$ cat src/stp_pkg.sv
// ----------------------------------------------------------------------------
// stp_pkg
// types, widths and constants of the full-step stepper sequencer
// ----------------------------------------------------------------------------
package stp_pkg;

    localparam int COUNT_WIDTH     = 32;
    localparam int ACC_WIDTH       = 32;
    localparam int ELAPSED_WIDTH   = 16;
    localparam int STEPS_WIDTH     = 32;
    localparam int CFG_DATA_WIDTH  = 32;
    localparam int CFG_INDEX_WIDTH = 1;
    localparam int INTERVAL_WIDTH  = 32;
    localparam int COIL_WIDTH      = 4;
    localparam int PHASE_WIDTH     = 2;

    localparam logic [CFG_INDEX_WIDTH-1:0] CFG_STEP_INTERVAL = 1'b0;
    localparam logic [CFG_INDEX_WIDTH-1:0] CFG_REVERSE       = 1'b1;

    localparam logic KIND_TICK = 1'b0;
    localparam logic KIND_LOAD = 1'b1;

    localparam logic [PHASE_WIDTH-1:0] PHASE_FWD  = 2'd1;
    localparam logic [PHASE_WIDTH-1:0] PHASE_BACK = 2'd3;

    localparam logic [COUNT_WIDTH-1:0] COUNT_ENDLESS = '1;
    localparam logic [ACC_WIDTH-1:0]   ACC_MAX       = '1;

    localparam logic [COIL_WIDTH-1:0] COIL_PH0 = 4'b1001;
    localparam logic [COIL_WIDTH-1:0] COIL_PH1 = 4'b0011;
    localparam logic [COIL_WIDTH-1:0] COIL_PH2 = 4'b0110;
    localparam logic [COIL_WIDTH-1:0] COIL_PH3 = 4'b1100;

    typedef struct packed {
        logic                     kind;
        logic [ELAPSED_WIDTH-1:0] elapsed_us;
        logic [STEPS_WIDTH-1:0]   step_count;
    } t_in_item;

    typedef struct packed {
        logic [COIL_WIDTH-1:0]  coils;
        logic                   stepped;
        logic [STEPS_WIDTH-1:0] steps_left;
    } t_out_item;

    typedef struct packed {
        logic [INTERVAL_WIDTH-1:0] step_interval_us;
        logic                      reverse;
    } t_cfg;

    typedef struct packed {
        logic [COUNT_WIDTH-1:0] remaining_steps;
        logic [ACC_WIDTH-1:0]   time_accumulator;
        logic [PHASE_WIDTH-1:0] phase;
    } t_state;

    function automatic logic [COIL_WIDTH-1:0] coil_pattern(input logic [PHASE_WIDTH-1:0] ph);
        logic [COIL_WIDTH-1:0] pat;
        case (ph)
            2'd0:    pat = COIL_PH0;
            2'd1:    pat = COIL_PH1;
            2'd2:    pat = COIL_PH2;
            default: pat = COIL_PH3;
        endcase
        return pat;
    endfunction

endpackage

$ cat src/stepper_full_step_sequencer.sv
// ----------------------------------------------------------------------------
// stepper_full_step_sequencer
// registered path: input register, then result register
// throughput: one item per cycle when the output is not stalled, set by the
//   combinational accumulate, compare and subtract loop on the motor state
// reset: synchronous active low; clears state, config and both valid flags
// ----------------------------------------------------------------------------
module stepper_full_step_sequencer (
    input  logic                                 i_clk,
    input  logic                                 i_rst_n,
    input  logic                                 i_in_valid,
    output logic                                 o_in_stall,
    input  stp_pkg::t_in_item                    i_in_item,
    output logic                                 o_out_valid,
    input  logic                                 i_out_stall,
    output stp_pkg::t_out_item                   o_out_item,
    input  logic                                 i_cfg_valid,
    output logic                                 o_cfg_ready,
    input  logic [stp_pkg::CFG_INDEX_WIDTH-1:0]  i_cfg_index,
    input  logic [stp_pkg::CFG_DATA_WIDTH-1:0]   i_cfg_data
);

    stp_pkg::t_cfg      cfg;
    stp_pkg::t_state    r_state;
    stp_pkg::t_state    n_state;
    stp_pkg::t_in_item  r_in;
    logic               r_in_valid;
    stp_pkg::t_out_item r_out;
    stp_pkg::t_out_item n_out;
    logic               r_out_valid;
    logic               advance;
    logic               in_accept;

    stp_cfg_regs u_cfg (
        .i_clk       (i_clk),
        .i_rst_n     (i_rst_n),
        .i_cfg_valid (i_cfg_valid),
        .o_cfg_ready (o_cfg_ready),
        .i_cfg_index (i_cfg_index),
        .i_cfg_data  (i_cfg_data),
        .o_cfg       (cfg)
    );

    stp_step_logic u_step (
        .i_state      (r_state),
        .i_cfg        (cfg),
        .i_item       (r_in),
        .o_next_state (n_state),
        .o_result     (n_out)
    );

    assign advance    = !r_out_valid || !i_out_stall;
    assign o_in_stall = r_in_valid && !advance;
    assign in_accept  = i_in_valid && !o_in_stall;

    always_ff @(posedge i_clk) begin
        if (!i_rst_n) begin
            r_in_valid  <= 1'b0;
            r_out_valid <= 1'b0;
            r_state     <= '0;
        end else begin
            if (in_accept) begin
                r_in_valid <= 1'b1;
            end else if (advance) begin
                r_in_valid <= 1'b0;
            end
            if (advance) begin
                r_out_valid <= r_in_valid;
            end
            if (r_in_valid && advance) begin
                r_state <= n_state;
            end
        end
    end

    always_ff @(posedge i_clk) begin
        if (in_accept) begin
            r_in <= i_in_item;
        end
        if (r_in_valid && advance) begin
            r_out <= n_out;
        end
    end

    assign o_out_valid = r_out_valid;
    assign o_out_item  = r_out;

endmodule

$ cat src/stp_cfg_regs.sv
// ----------------------------------------------------------------------------
// stp_cfg_regs
// configuration register file: step interval and direction
// ----------------------------------------------------------------------------
module stp_cfg_regs (
    input  logic                                 i_clk,
    input  logic                                 i_rst_n,
    input  logic                                 i_cfg_valid,
    output logic                                 o_cfg_ready,
    input  logic [stp_pkg::CFG_INDEX_WIDTH-1:0]  i_cfg_index,
    input  logic [stp_pkg::CFG_DATA_WIDTH-1:0]   i_cfg_data,
    output stp_pkg::t_cfg                        o_cfg
);

    stp_pkg::t_cfg r_cfg;
    stp_pkg::t_cfg n_cfg;

    assign o_cfg_ready = 1'b1;
    assign o_cfg       = r_cfg;

    always_comb begin
        n_cfg = r_cfg;
        if (i_cfg_valid && o_cfg_ready) begin
            unique case (i_cfg_index)
                stp_pkg::CFG_STEP_INTERVAL: begin
                    n_cfg.step_interval_us = i_cfg_data[stp_pkg::INTERVAL_WIDTH-1:0];
                end
                stp_pkg::CFG_REVERSE: begin
                    n_cfg.reverse = i_cfg_data[0];
                end
                default: begin
                    n_cfg = r_cfg;
                end
            endcase
        end
    end

    always_ff @(posedge i_clk) begin
        if (!i_rst_n) begin
            r_cfg <= '0;
        end else begin
            r_cfg <= n_cfg;
        end
    end

endmodule

$ cat src/stp_step_logic.sv
// ----------------------------------------------------------------------------
// stp_step_logic
// per-item update: saturating accumulate, step decision, phase and count
// ----------------------------------------------------------------------------
module stp_step_logic (
    input  stp_pkg::t_state    i_state,
    input  stp_pkg::t_cfg      i_cfg,
    input  stp_pkg::t_in_item  i_item,
    output stp_pkg::t_state    o_next_state,
    output stp_pkg::t_out_item o_result
);

    logic [stp_pkg::ACC_WIDTH:0]   sum;
    logic [stp_pkg::ACC_WIDTH-1:0] acc_sat;
    logic                          running;
    logic                          take_step;
    logic                          stepped;
    stp_pkg::t_state               nxt;

    always_comb begin
        sum = {1'b0, i_state.time_accumulator}
            + (stp_pkg::ACC_WIDTH + 1)'(i_item.elapsed_us);
        acc_sat = sum[stp_pkg::ACC_WIDTH] ? stp_pkg::ACC_MAX : sum[stp_pkg::ACC_WIDTH-1:0];
        running = (i_state.remaining_steps != '0) && (i_cfg.step_interval_us != '0);
        take_step = running && (acc_sat >= i_cfg.step_interval_us);

        nxt     = i_state;
        stepped = 1'b0;
        case (i_item.kind)
            stp_pkg::KIND_LOAD: begin
                nxt.remaining_steps  = i_item.step_count[stp_pkg::COUNT_WIDTH-1:0];
                nxt.time_accumulator = '0;
            end
            default: begin
                nxt.time_accumulator = acc_sat;
                if (take_step) begin
                    nxt.time_accumulator = acc_sat - i_cfg.step_interval_us;
                    nxt.phase = i_state.phase
                              + (i_cfg.reverse ? stp_pkg::PHASE_BACK : stp_pkg::PHASE_FWD);
                    if (i_state.remaining_steps != stp_pkg::COUNT_ENDLESS) begin
                        nxt.remaining_steps = i_state.remaining_steps
                                            - stp_pkg::COUNT_WIDTH'(1);
                    end
                    stepped = 1'b1;
                end
            end
        endcase
    end

    assign o_next_state = nxt;

    always_comb begin
        o_result.coils = (nxt.remaining_steps == '0) ? '0 : stp_pkg::coil_pattern(nxt.phase);
        o_result.stepped    = stepped;
        o_result.steps_left = stp_pkg::STEPS_WIDTH'(nxt.remaining_steps);
    end

endmodule

$ cat config.mk
export PLATFORM = sky130hd
export DESIGN_NAME = stepper_full_step_sequencer
export DESIGN_NICKNAME = d
export VERILOG_FILES = /design/src/stp_pkg.sv /design/src/stepper_full_step_sequencer.sv /design/src/stp_cfg_regs.sv /design/src/stp_step_logic.sv
export SDC_FILE = /design/constraint.sdc
export NUM_CORES = 1
export LEC_CHECK = 0
export BUFFER_PORTS_ARGS = -buffer_cell sky130_fd_sc_hd__buf_2
export CAP_MARGIN = 25
export CORE_MARGIN = 2
export CORE_UTILIZATION = 50
export DETAILED_ROUTE_END_ITERATION = 8
export GPL_TIMING_DRIVEN = 0
export PLACE_DENSITY = 0.73
export SYNTH_ARGS = -nofsm -noshare
export SYNTH_HDL_FRONTEND = slang
export SYNTH_SLANG_ARGS = --single-unit
$ cat constraint.sdc
create_clock -name i_clk -period 6.45 [get_ports i_clk]
set_input_delay 0 -clock i_clk [delete_from_list [all_inputs] [get_ports i_clk]]
set_output_delay 0 -clock i_clk [all_outputs]
set_load 0.02 [all_outputs]
==> metrics.md, run 1 <==
| Metric | Value |
|---|---|
| Flip-flop and latch count after synthesis | 187 |
| Final routed wirelength across all metal layers | 34.7 mm |
| Proportion of layout cells with a drive suffix above 1 | 0.167 |
| Kind of cell adding the most delay to the critical path | compound AO/OA/AOI/OAI gates |
| Count of nets after finishing | 1,678 |
| Tightest Hold Check Type | in2reg |
| Endpoint class of the critical path | register |
| Number of remaining DRC errors | 0 |
| Xor/xnor share of the synthesized area | 0.0572 |
| Proportion of synthesized area in mux cells | 0.00840 |
| Highest clock frequency the design can meet | 156 MHz |
| Wire length of the first global-routing pass | 53.0 mm |
| Number of vias after detailed routing | 10,700 |
| Vias in the first global route | 10,100 |
| Netlist area before placement | 0.0113 mm² |
| Setup-failing EPs final | 0 |
| Horizontal die dimension | 154 µm |
| Place WS | -1.97 ns |
| Cell area power density | 294 mW/mm² |
| Post-synthesis async set-or-reset flop share | 0 |
| Via-per-instance ratio | 5.83 |
| Area Overhead vs Synth | 25.5% |
| Yosys warning total | 0 |
| Main synth FF type | sky130_fd_sc_hd__dfxtp_1 |
| Shortest period the worst path allows | 6.40 ns |
| Simple-Gate Fraction of Synth Area | 0.209 |
| CP cell instances | ha_1, fa_2, a21o_1, a21oi_4, o21ai_1, a221oi_2, o211ai_1, nand2_2, or4_4, buf_4, nand2_1, ha_2, nand2_1, or3_1, or3_1, a31o_1, buf_6, buf_4, a211oi_2, xor2_1, o21a_1, a2111oi_2, and4bb_2, a311oi_1 |
| Die ar. | 0.0239 mm² |
| Overall fraction of global-route tracks in use | 0.284 |
| Synthesized-area fraction occupied by adder cells | 0.0632 |
| Worst setup skew after layout | 0.0120 ns |
| Count of fill cells added during filler insertion | 1,878 |
| Cell at the root of the clock tree | sky130_fd_sc_hd__clkbuf_16 |
| Transition time of the tightest slew-check pin | 0.856 ns |
| Routed wire length per instance | 18.9 µm |
| Input/output buffers | 124 |
| Post-DP Area | 0.0124 mm² |
| Required time of the critical path | 6.63 ns |
| Remaining number of nets flagged by the antenna check after routing | 0 |
| Maximum number of pins on one net before global-route repair | 40 |
| Floorplan row count | 55 |
| Worst-skew pair later-pin latency | 0.45 ns |
| Post-route setup slack | 0.0532 ns |
| EDFF count, synth | 86 |
| Pleak | 5.61 nW |
| Die height | 154 µm |
| Antenna violations before repair | 0 |
| Max-slew violation total from the final report | 0 |
| Synthesized area per cell | 8.78 µm² |
| Sink count of the clock tree | 187 |
| Buf+Inv Stages, Crit Path | 3 |
| Delay of the slowest cell on the worst path | 0.42 ns |
| Max-capacitance violation count | 0 |
| Standard cell with the maximum stage delay on the critical path | sky130_fd_sc_hd__ha_2 |
| Boundary pin count | 127 |
| Htree depth | 4 |
| Arrival time of the worst setup path | 6.58 ns |
| Maximum vdd ir drop | 0.172 mV |
| Final antenna diode count | 0 |
| Number of iterations in the first detailed-routing pass | 6 |
| Worst-path fanout max | 10 |
| Cell count after synthesis | 1,290 |
| Initial detailed-routing violation count | 966 |
| Setup repair after global routing missed its margin | yes |
| Multi-input gate area | 0.00651 mm² |
| Final setup TNS | 0 ns |
| Classification of the worst setup path | reg2reg |
| Final HPWL from detailed placement | 24.4 mm |
| Max-Slew Margin vs Limit | 0.425 |
| Dominant combinational cell family by area after synthesis | compound AO/OA/AOI/OAI gates |
| Core region area | 0.0224 mm² |
| Maximum number of buffers from clock root to sink | 2 |
| Syn_nets | 1,433 |
| Starting density of the core | 0.505 |
| Register area | 0.00460 mm² |
| Final worst path period share | 0.992 |
| Final Wtd Congestion | 0.971 |
| Complex-gate fraction of the synthesized area | 0.212 |
| Distinct cell type count of the synthesized netlist | 82 |
| Clock transition at the register clock pins on the worst setup and hold paths after CTS | 0.08 ns |
| Clock buffers created by TritonCTS | 17 |
| Total congestion overflow after global routing | 0 |
| Final Hold Viols | 0 |
| Status | finished clean |
| Post-synthesis sequential area ratio | 0.407 |
| Final std cell area, no fill | 0.0142 mm² |
| Kind of start point of the critical path | register |
| Clock tree from TritonCTS | yes |
[report_power, final]
group | internal [mW] | switching (mW)
Combinational | 0.713 | 1.03
Clock | 0.510 | 0.522
Sequential | 1.34 | 0.0609
Total | 2.56 | 1.61
[metal layers]
metal	share of wire	vias to the layer above	GRT usage
li1	-	5101	-
met1	0.43	5036	0.369
met2	0.47	459	0.479
met3	0.065	84	0.0488
met4	0.032	0	0.103
met5	0	-	0
[cells in the mapped netlist, types with 16 or more instances]
cell	number	area share
sky130_fd_sc_hd__nand2b_1	18	0.0099
sky130_fd_sc_hd__a21boi_0	71	0.047
sky130_fd_sc_hd__dfxtp_1	101	0.18
sky130_fd_sc_hd__nor3_1	19	0.0084
sky130_fd_sc_hd__a21oi_1	76	0.034
sky130_fd_sc_hd__xor2_1	22	0.017
sky130_fd_sc_hd__nor2b_1	23	0.013
sky130_fd_sc_hd__xnor2_1	52	0.040
sky130_fd_sc_hd__a21o_1	26	0.017
sky130_fd_sc_hd__clkbuf_1	48	0.016
sky130_fd_sc_hd__nor2_1	75	0.025
sky130_fd_sc_hd__nand3_1	26	0.011
sky130_fd_sc_hd__nor4_1	16	0.0088
sky130_fd_sc_hd__edfxtp_1	86	0.23
sky130_fd_sc_hd__ha_1	54	0.060
sky130_fd_sc_hd__inv_1	57	0.019
sky130_fd_sc_hd__nand4_1	18	0.0099
sky130_fd_sc_hd__o21ai_0	58	0.026
sky130_fd_sc_hd__nand2_1	233	0.077
[final timing paths]
kind                           start                           end  slack, ns  cells after the start
max               r_in[32]$_DFFE_PP_  o_out_item[33]$_SDFFCE_PN0P_       0.05                     24
min                      i_cfg_valid   u_cfg.o_cfg[1]$_SDFFE_PN0P_       0.08                      4
max reg2reg       r_in[32]$_DFFE_PP_  o_out_item[33]$_SDFFCE_PN0P_       0.05                     24
min reg2reg  r_state[6]$_SDFFE_PN0P_       r_state[6]$_SDFFE_PN0P_       0.47                      2
[metrics by stage]
stage	utilization	hold slack (ns)	power, mW	std cells
after floorplan	-	0.0989	2.52	1290
after global placement	0.549	0.176	2.90	1699
after detailed placement	0.551	0.178	2.92	1702
after CTS	0.622	0.0822	4.04	1825
after global routing	0.633	0.125	4.36	1833
final	0.633	0.0799	4.17	1833
[registers in the layout (all words and copies together) (netlist names)]
signal       flops
u_cfg.o_cfg     33
r_in            49
r_state         66
o_out_valid      1
o_out_item      37
r_in_valid       1
[layout by cell type (no fill, tap or decap), types with 5 or more instances in the layout]
cell type / instances
sky130_fd_sc_hd__xnor2_1: 51
sky130_fd_sc_hd__o211ai_1: 9
sky130_fd_sc_hd__or2_2: 5
sky130_fd_sc_hd__and3_1: 11
sky130_fd_sc_hd__a31oi_1: 13
sky130_fd_sc_hd__a21oi_1: 73
sky130_fd_sc_hd__o21ai_2: 6
sky130_fd_sc_hd__dlygate4sd3_1: 85
sky130_fd_sc_hd__edfxtp_1: 86
sky130_fd_sc_hd__a22oi_1: 6
sky130_fd_sc_hd__nor2b_1: 22
sky130_fd_sc_hd__nand2b_1: 18
sky130_fd_sc_hd__a21boi_0: 71
sky130_fd_sc_hd__o21ai_0: 52
sky130_fd_sc_hd__buf_4: 19
sky130_fd_sc_hd__mux2i_1: 5
sky130_fd_sc_hd__ha_1: 51
sky130_fd_sc_hd__nor3_1: 18
sky130_fd_sc_hd__clkbuf_16: 17
sky130_fd_sc_hd__nand4_1: 18
sky130_fd_sc_hd__nand3_1: 26
sky130_fd_sc_hd__or3_1: 7
sky130_fd_sc_hd__buf_6: 8
sky130_fd_sc_hd__o21a_1: 13
sky130_fd_sc_hd__nor4_1: 14
sky130_fd_sc_hd__clkbuf_1: 41
sky130_fd_sc_hd__nand2_1: 232
sky130_fd_sc_hd__inv_1: 57
sky130_fd_sc_hd__and2_1: 13
sky130_fd_sc_hd__nor2_1: 75
sky130_fd_sc_hd__o21bai_1: 7
sky130_fd_sc_hd__a211oi_1: 7
sky130_fd_sc_hd__dfxtp_1: 101
sky130_fd_sc_hd__xor2_1: 22
sky130_fd_sc_hd__o21ai_1: 6
sky130_fd_sc_hd__a21o_1: 25
sky130_fd_sc_hd__buf_2: 126
[final cells by class]
class,instances,share of cell area
flip-flops and latches,187,0.324
clock inverters,14,0.00934
clock buffers,18,0.0302
multi-input cells,983,0.459
repair buffers,228,0.115
plain buffers,60,0.0220
well taps,285,0.0251
inverters,58,0.0153
[repair_timing]
action | CTS | global route
endpoints found under the hold margin | 84 | 0
hold buffers | 85 | 0
pin swaps | 6 | 12
resized for setup | 37 | 35
setup endpoints to repair | 103 | 23
setup buffers | 7 | 9
[cells by family (layout without fill, tap and decap cells)]
family                   after synthesis  after routing
adder cells (fa/ha/maj)               56             56
XOR/XNOR                              74             74
AO/OA/AOI/OAI                        352            352
multiplexers                           9              9
other                                  1              1
flip-flops                           187            187
buffers and inverters                120            378
AND/OR/NAND/NOR                      491            491
[worst reg2reg max path: stages (launching register included)]
cell and delay, ns:
sky130_fd_sc_hd__edfxtp_1 0.38, sky130_fd_sc_hd__ha_1 0.22, sky130_fd_sc_hd__fa_2 0.36, sky130_fd_sc_hd__a21o_1 0.22, sky130_fd_sc_hd__a21oi_4 0.19, sky130_fd_sc_hd__o21ai_1 0.12
sky130_fd_sc_hd__a221oi_2 0.36, sky130_fd_sc_hd__o211ai_1 0.27, sky130_fd_sc_hd__nand2_2 0.16, sky130_fd_sc_hd__or4_4 0.21, sky130_fd_sc_hd__buf_4 0.24, sky130_fd_sc_hd__nand2_1 0.11
sky130_fd_sc_hd__ha_2 0.42, sky130_fd_sc_hd__nand2_1 0.13, sky130_fd_sc_hd__or3_1 0.36, sky130_fd_sc_hd__or3_1 0.38, sky130_fd_sc_hd__a31o_1 0.24, sky130_fd_sc_hd__buf_6 0.17
sky130_fd_sc_hd__buf_4 0.20, sky130_fd_sc_hd__a211oi_2 0.24, sky130_fd_sc_hd__xor2_1 0.13, sky130_fd_sc_hd__o21a_1 0.22, sky130_fd_sc_hd__a2111oi_2 0.33, sky130_fd_sc_hd__and4bb_2 0.34
sky130_fd_sc_hd__a311oi_1 0.11
Power figures use the tool's default switching activity.
==> run 2, diff against run 1 <==
--- a/config.mk
+++ b/config.mk
@@ -5,13 +5,14 @@
 export SDC_FILE = /design/constraint.sdc
 export NUM_CORES = 1
 export LEC_CHECK = 0
+export ABC_AREA = 1
 export BUFFER_PORTS_ARGS = -buffer_cell sky130_fd_sc_hd__buf_2
 export CAP_MARGIN = 25
 export CORE_MARGIN = 2
 export CORE_UTILIZATION = 50
 export DETAILED_ROUTE_END_ITERATION = 8
 export GPL_TIMING_DRIVEN = 0
-export PLACE_DENSITY = 0.73
+export PLACE_DENSITY = 0.72
 export SYNTH_ARGS = -nofsm -noshare
 export SYNTH_HDL_FRONTEND = slang
 export SYNTH_SLANG_ARGS = --single-unit
==> metrics.md, run 2 <==
| Metric | Value |
|---|---|
| Status | finished clean |
| Leading cell type in the layout, fill and taps excluded | sky130_fd_sc_hd__nand2_1 |
| Final Wtd Congestion | 0.961 |
| Worst setup skew after layout | 0.0115 ns |
| Post-synthesis async set-or-reset flop share | 0 |
| Worst-path fanout max | 10 |
| Pleak | 6.47 nW |
| Syn_nets | 1,741 |
| Clock buffers created by TritonCTS | 17 |
| Register area | 0.00460 mm² |
| Cell area power density | 238 mW/mm² |
| Maximum number of buffers from clock root to sink | 2 |
| Final HPWL from detailed placement | 27.1 mm |
| Required time of the critical path | 6.63 ns |
| Setup-failing EPs final | 0 |
| CP most frequent cell | sky130_fd_sc_hd__nand2_1 |
| Synthesized area per cell | 7.34 µm² |
| Sink count of the clock tree | 187 |
| Tightest Hold Check Type | in2reg |
| Remaining number of nets flagged by the antenna check after routing | 0 |
| Floorplan row count | 56 |
| Final worst path period share | 0.871 |
| Final core occ | 0.614 |
| Delay of the slowest cell on the worst path | 0.47 ns |
| Netlist area before placement | 0.0117 mm² |
| Max reg flops | 66 |
| Initial detailed-routing violation count | 844 |
| Shortest period the worst path allows | 5.62 ns |
| Die ar. | 0.0247 mm² |
| Top register by number of flip-flops | r_state |
| Number of iterations in the first detailed-routing pass | 6 |
| Setup repair after global routing missed its margin | no |
| Classification of the worst setup path | reg2reg |
| Clock tree from TritonCTS | yes |
| Top cells by instance count after synthesis | 355 x sky130_fd_sc_hd__nand2_1, 179 x sky130_fd_sc_hd__inv_1, 157 x sky130_fd_sc_hd__a21oi_1 |
| Multi-input gate area | 0.00619 mm² |
| Via-per-instance ratio | 5.31 |
| Final routed wirelength across all metal layers | 35.9 mm |
| EDFF count, synth | 86 |
| Wire length of the first global-routing pass | 56.1 mm |
| Count of nets after finishing | 1,976 |
| Worst-skew pair later-pin latency | 0.45 ns |
| Startpoint of the worst hold path | i_rst_n |
| Startpoint of the lowest-slack register-to-register path | r_in[32]$_DFFE_PP_ |
| Flip-flop and latch count after synthesis | 187 |
| Highest-count cells in the layout ignoring fill and taps | 355 x sky130_fd_sc_hd__nand2_1, 178 x sky130_fd_sc_hd__inv_1, 157 x sky130_fd_sc_hd__a21oi_1, 152 x sky130_fd_sc_hd__nor2_1, 137 x sky130_fd_sc_hd__buf_2 |
| Maximum number of pins on one net before global-route repair | 39 |
| Total congestion overflow after global routing | 0 |
| Standard cell with the maximum stage delay on the critical path | sky130_fd_sc_hd__clkbuf_1 |
| Routed wire length per instance | 16.6 µm |
| Boundary pin count | 127 |
| Antenna violations before repair | 0 |
| Distinct cell type count of the synthesized netlist | 48 |
| Yosys warning total | 0 |
| Horizontal die dimension | 157 µm |
| Final Hold Viols | 0 |
| Buf+Inv Stages, Crit Path | 3 |
| Cell with the most instances after synthesis | sky130_fd_sc_hd__nand2_1 |
| Starting density of the core | 0.504 |
| Critical Path Start | r_in[32]$_DFFE_PP_ |
| Count of fill cells added during filler insertion | 2,180 |
| Kind of start point of the critical path | register |
| Endpoint class of the critical path | register |
| Max-slew violation total from the final report | 0 |
| Final antenna diode count | 0 |
| Final total power | 3.40 mW |
| Area leader, netlist | sky130_fd_sc_hd__edfxtp_1 |
| Area contributors post-synth | sky130_fd_sc_hd__edfxtp_1 22%, sky130_fd_sc_hd__dfxtp_1 17%, sky130_fd_sc_hd__nand2_1 11% |
| Die height | 157 µm |
| Area Overhead vs Synth | 21.6% |
| Core region area | 0.0233 mm² |
| Input/output buffers | 125 |
| Post-synthesis sequential area ratio | 0.392 |
| Cell at the root of the clock tree | sky130_fd_sc_hd__clkbuf_16 |
| Post-DP Area | 0.0128 mm² |
| Clock transition at the register clock pins on the worst setup and hold paths after CTS | 0.08 ns |
| Final setup TNS | 0 ns |
| Number of vias after detailed routing | 11,500 |
| Highest clock frequency the design can meet | 178 MHz |
| Transition time of the tightest slew-check pin | 0.891 ns |
| Kind of cell adding the most delay to the critical path | simple AND/OR/NAND/NOR gates |
| Cell count after synthesis | 1,598 |
| Max-Slew Margin vs Limit | 0.406 |
| Maximum vdd ir drop | 0.141 mV |
| Vias in the first global route | 11,200 |
| Post-CTS Setup Inserts | 0 |
| Number of remaining DRC errors | 0 |
| Proportion of layout cells with a drive suffix above 1 | 0.124 |
| Overall fraction of global-route tracks in use | 0.292 |
| Arrival time of the worst setup path | 5.80 ns |
| Max-capacitance violation count | 0 |
| Htree depth | 4 |
| Post-synth top area share | 0.220 |
| Min Hold Slack | 0.187 ns |
| Main synth FF type | sky130_fd_sc_hd__dfxtp_1 |
| Final std cell area, no fill | 0.0143 mm² |
## run 2: cell count changes in the layout (fill, tap and decap cells not counted), moves of 69 or more
cell                       before  now
sky130_fd_sc_hd__nor2_1        75  152
sky130_fd_sc_hd__a21oi_1       73  157
sky130_fd_sc_hd__nand3_1       26  123
sky130_fd_sc_hd__a21boi_0      71    2
sky130_fd_sc_hd__nand2_1      232  355
sky130_fd_sc_hd__inv_1         57  178
## run 2: what timing repair did
action / in CTS / in global routing
gates resized for setup: 0 / 0
setup endpoints to repair: 0 / 0
hold buffers: 89 / 0
hold endpoints to repair: 84 / 0
## run 2: worst paths after layout
path | endpoint | slack (ns) | depth (start not counted)
worst max-delay path | o_out_item[33]$_SDFFCE_PN0P_ | 0.83 | 32
worst max register to register | o_out_item[33]$_SDFFCE_PN0P_ | 0.83 | 32
worst min register to register | r_state[4]$_SDFFE_PN0P_ | 0.48 | 2
worst min-delay path | u_cfg.o_cfg[15]$_SDFFE_PN0P_ | 0.19 | 4
## run 2: where the power goes
group | internal, mW | switching [mW]
registers | 1.32 | 0.0497
clock network | 0.520 | 0.540
logic | 0.349 | 0.621
total | 2.19 | 1.21
## run 2: worst min-delay path, stage by stage
cell and delay (ns):
sky130_fd_sc_hd__buf_2 0.19, sky130_fd_sc_hd__clkbuf_1 0.23, sky130_fd_sc_hd__o21ai_0 0.12, sky130_fd_sc_hd__a21oi_1 0.05
## run 2: metrics by stage
| step | setup WS, ns | cells |
|---|---|---|
| after floorplan | 1.98 | 1598 |
| after global placement | 0.808 | 2042 |
| after detailed placement | 0.846 | 2044 |
| after CTS | 0.818 | 2165 |
| after global routing | 0.399 | 2165 |
| final | 0.830 | 2165 |
## run 2: cells by family after synthesis
kind of cell	Yosys count	synth area share
fa+ha+maj	56	0.0610
compound gates	337	0.157
simple gates	714	0.260
flops	187	0.392
xor+xnor	66	0.0493
other cells	1	0.000320
buf+inv	237	0.0800
## run 2: cell type report
cell class	instances	share of cell area
plain buffers	55	0.0180
clock buffers	18	0.0301
clock inverters	14	0.0108
inverters	182	0.0479
multi-input cells	1174	0.434
flip-flops and latches	187	0.323
well taps	319	0.0280
repair buffers	216	0.109
## run 2: layer usage
metal / share of wire / global-route usage / up-vias
met5: 0 / 0 / -
met4: 0.035 / 0.123 / 0
met3: 0.049 / 0.0344 / 75
met2: 0.49 / 0.514 / 342
met1: 0.43 / 0.360 / 5291
li1: - / - / 5795
==> run 3, diff against run 2 <==
--- a/config.mk
+++ b/config.mk
@@ -12,7 +12,8 @@
 export CORE_UTILIZATION = 50
 export DETAILED_ROUTE_END_ITERATION = 8
 export GPL_TIMING_DRIVEN = 0
-export PLACE_DENSITY = 0.72
+export PLACE_DENSITY = 0.7
+export SKIP_LAST_GASP = 1
 export SYNTH_ARGS = -nofsm -noshare
 export SYNTH_HDL_FRONTEND = slang
 export SYNTH_SLANG_ARGS = --single-unit
==> constraint.sdc (replaced) <==
create_clock -name i_clk -period 6.9 [get_ports i_clk]
set_input_delay 0 -clock i_clk [delete_from_list [all_inputs] [get_ports i_clk]]
set_output_delay 0 -clock i_clk [all_outputs]
set_load 0.02 [all_outputs]
==> metrics.md, run 3 (synthesis results as in run 2) <==
| Metric | Value |
|---|---|
| Shortest period the worst path allows | 5.64 ns |
| Highest-count cells in the layout ignoring fill and taps | 355 x sky130_fd_sc_hd__nand2_1, 178 x sky130_fd_sc_hd__inv_1, 157 x sky130_fd_sc_hd__a21oi_1, 152 x sky130_fd_sc_hd__nor2_1, 138 x sky130_fd_sc_hd__buf_2 |
| Max-Slew Margin vs Limit | 0.384 |
| Maximum vdd ir drop | 0.128 mV |
| Antenna violations before repair | 0 |
| Kind of start point of the critical path | register |
| Status | finished clean |
| Cell area power density | 222 mW/mm² |
| Arrival time of the worst setup path | 5.84 ns |
| Number of cells after detailed placement | 2,045 |
| Die ar. | 0.0247 mm² |
| Leading cell type in the layout, fill and taps excluded | sky130_fd_sc_hd__nand2_1 |
| Final setup TNS | 0 ns |
| Htree depth | 4 |
| Final Wtd Congestion | 0.991 |
| Initial detailed-routing violation count | 847 |
| Min Hold Slack | 0.186 ns |
| Die height | 157 µm |
| Remaining number of nets flagged by the antenna check after routing | 0 |
| Endpoint class of the critical path | register |
| Number of remaining DRC errors | 0 |
| Number of iterations in the first detailed-routing pass | 6 |
| Proportion of layout cells with a drive suffix above 1 | 0.124 |
| Cell at the root of the clock tree | sky130_fd_sc_hd__clkbuf_16 |
| Maximum number of pins on one net before global-route repair | 40 |
| Number of vias after detailed routing | 11,600 |
| Final std cell area, no fill | 0.0143 mm² |
| Final routed wirelength across all metal layers | 36.5 mm |
| Final antenna diode count | 0 |
| Pleak | 6.46 nW |
| Setup repair after global routing missed its margin | no |
| Clock transition at the register clock pins on the worst setup and hold paths after CTS | 0.08 ns |
| Worst-path fanout max | 10 |
| Max-slew violation total from the final report | 0 |
| Tightest Hold Check Type | in2reg |
| Clock tree from TritonCTS | yes |
| Final total power | 3.16 mW |
| Wire length of the first global-routing pass | 56.6 mm |
| Post-layout instance count excluding filler cells | 2,166 |
| Number of resized instances in the post-cts repair step | 0 |
| Setup-failing EPs final | 0 |
| Overall fraction of global-route tracks in use | 0.296 |
| Worst hold path depth | 4 |
| Final worst path period share | 0.817 |
| Delay of the slowest cell on the worst path | 0.44 ns |
| Vias in the first global route | 11,100 |
| Clock buffers created by TritonCTS | 17 |
| Final Hold Viols | 0 |
| Floorplan row count | 56 |
| Worst-skew pair later-pin latency | 0.45 ns |
| Max-capacitance violation count | 0 |
| Standard cell with the maximum stage delay on the critical path | sky130_fd_sc_hd__clkbuf_1 |
| Maximum number of buffers from clock root to sink | 2 |
| Input/output buffers | 125 |
| Starting density of the core | 0.504 |
| Routed wire length per instance | 16.8 µm |
| Required time of the critical path | 7.10 ns |
| Worst setup skew after layout | 0.0150 ns |
| Final HPWL from detailed placement | 27.0 mm |
| Core region area | 0.0233 mm² |
| Max reg flops | 66 |
| CP most frequent cell | sky130_fd_sc_hd__nand2_1 |
| Sink count of the clock tree | 187 |
| Boundary pin count | 127 |
| Horizontal die dimension | 157 µm |
| Total congestion overflow after global routing | 0 |
| Number of cells traversed by the worst register-to-register path | 29 |
| Area Overhead vs Synth | 21.5% |
| Classification of the worst setup path | reg2reg |
| Count of nets after finishing | 1,977 |
| Top register by number of flip-flops | r_state |
| Via-per-instance ratio | 5.37 |
| Post-DP Area | 0.0128 mm² |
| Count of fill cells added during filler insertion | 2,183 |
| Transition time of the tightest slew-check pin | 0.924 ns |
| Highest clock frequency the design can meet | 177 MHz |
-- run 3: power breakdown --
part	switching [mW]	internal, mW	leakage (nW)
combinational	0.589	0.327	4.53
clock	0.489	0.478	0.271
sequential	0.0436	1.23	1.66
-- run 3: cell type report --
class	instances	area [µm²]	share of cell area
Buffer	55	256	0.0180
Sequential cell	187	4600	0.323
Tap cell	319	399	0.0280
Clock buffer	18	429	0.0301
Inverter	182	683	0.0479
Timing Repair Buffer	217	1560	0.109
Clock inverter	14	135	0.00948
Multi-Input combinational cell	1174	6190	0.434
-- run 3: stage by stage --
| stage | worst slack [ns] | utilization |
|---|---|---|
| 3_5_place_dp | 1.29 | 0.551 |
| 3_3_place_gp | 1.37 | 0.549 |
| 2_1_floorplan | 2.43 | - |
| 4_1_cts | 1.27 | 0.613 |
| 5_1_grt | 0.751 | 0.613 |
| 6_report | 1.26 | 0.613 |
-- run 3: final timing paths --
| check | slack (ns) | from | end |
|---|---|---|---|
| setup / recovery | 1.26 | r_in[32]$_DFFE_PP_ | o_out_item[34]$_SDFFCE_PN0P_ |
| hold / removal | 0.19 | i_rst_n | u_cfg.o_cfg[20]$_SDFFE_PN0P_ |
| setup reg to reg | 1.26 | r_in[32]$_DFFE_PP_ | o_out_item[34]$_SDFFCE_PN0P_ |
| hold reg to reg | 0.48 | r_state[14]$_SDFFE_PN0P_ | r_state[14]$_SDFFE_PN0P_ |
-- run 3: per-layer routing --
metal | global-route usage | wire length (µm) | vias to the layer above | part of all wire
met3 | 0.0407 | 1890 | 73 | 0.052
met2 | 0.536 | 18300 | 396 | 0.50
met1 | 0.360 | 15300 | 5367 | 0.42
li1 | - | - | 5800 | -
met4 | 0.101 | 1010 | 0 | 0.028
met5 | 0 | 0 | - | 0
-- run 3: worst max-delay path: cells and delay by family (launching register included) --
family,cells,cell delay (ns)
xor gates and xnor gates,1,0.29
and+or+nand+nor,15,1.63
DFF,1,0.38
adders and majority gates,4,1.36
buffers and inverters,5,0.93
AOI/OAI and AO/OA,4,0.82
-- run 3: what timing repair did --
item | CTS | global route
endpoints found under the hold margin | 84 | 0
hold buffers | 89 | 0
setup buffers | 0 | 0
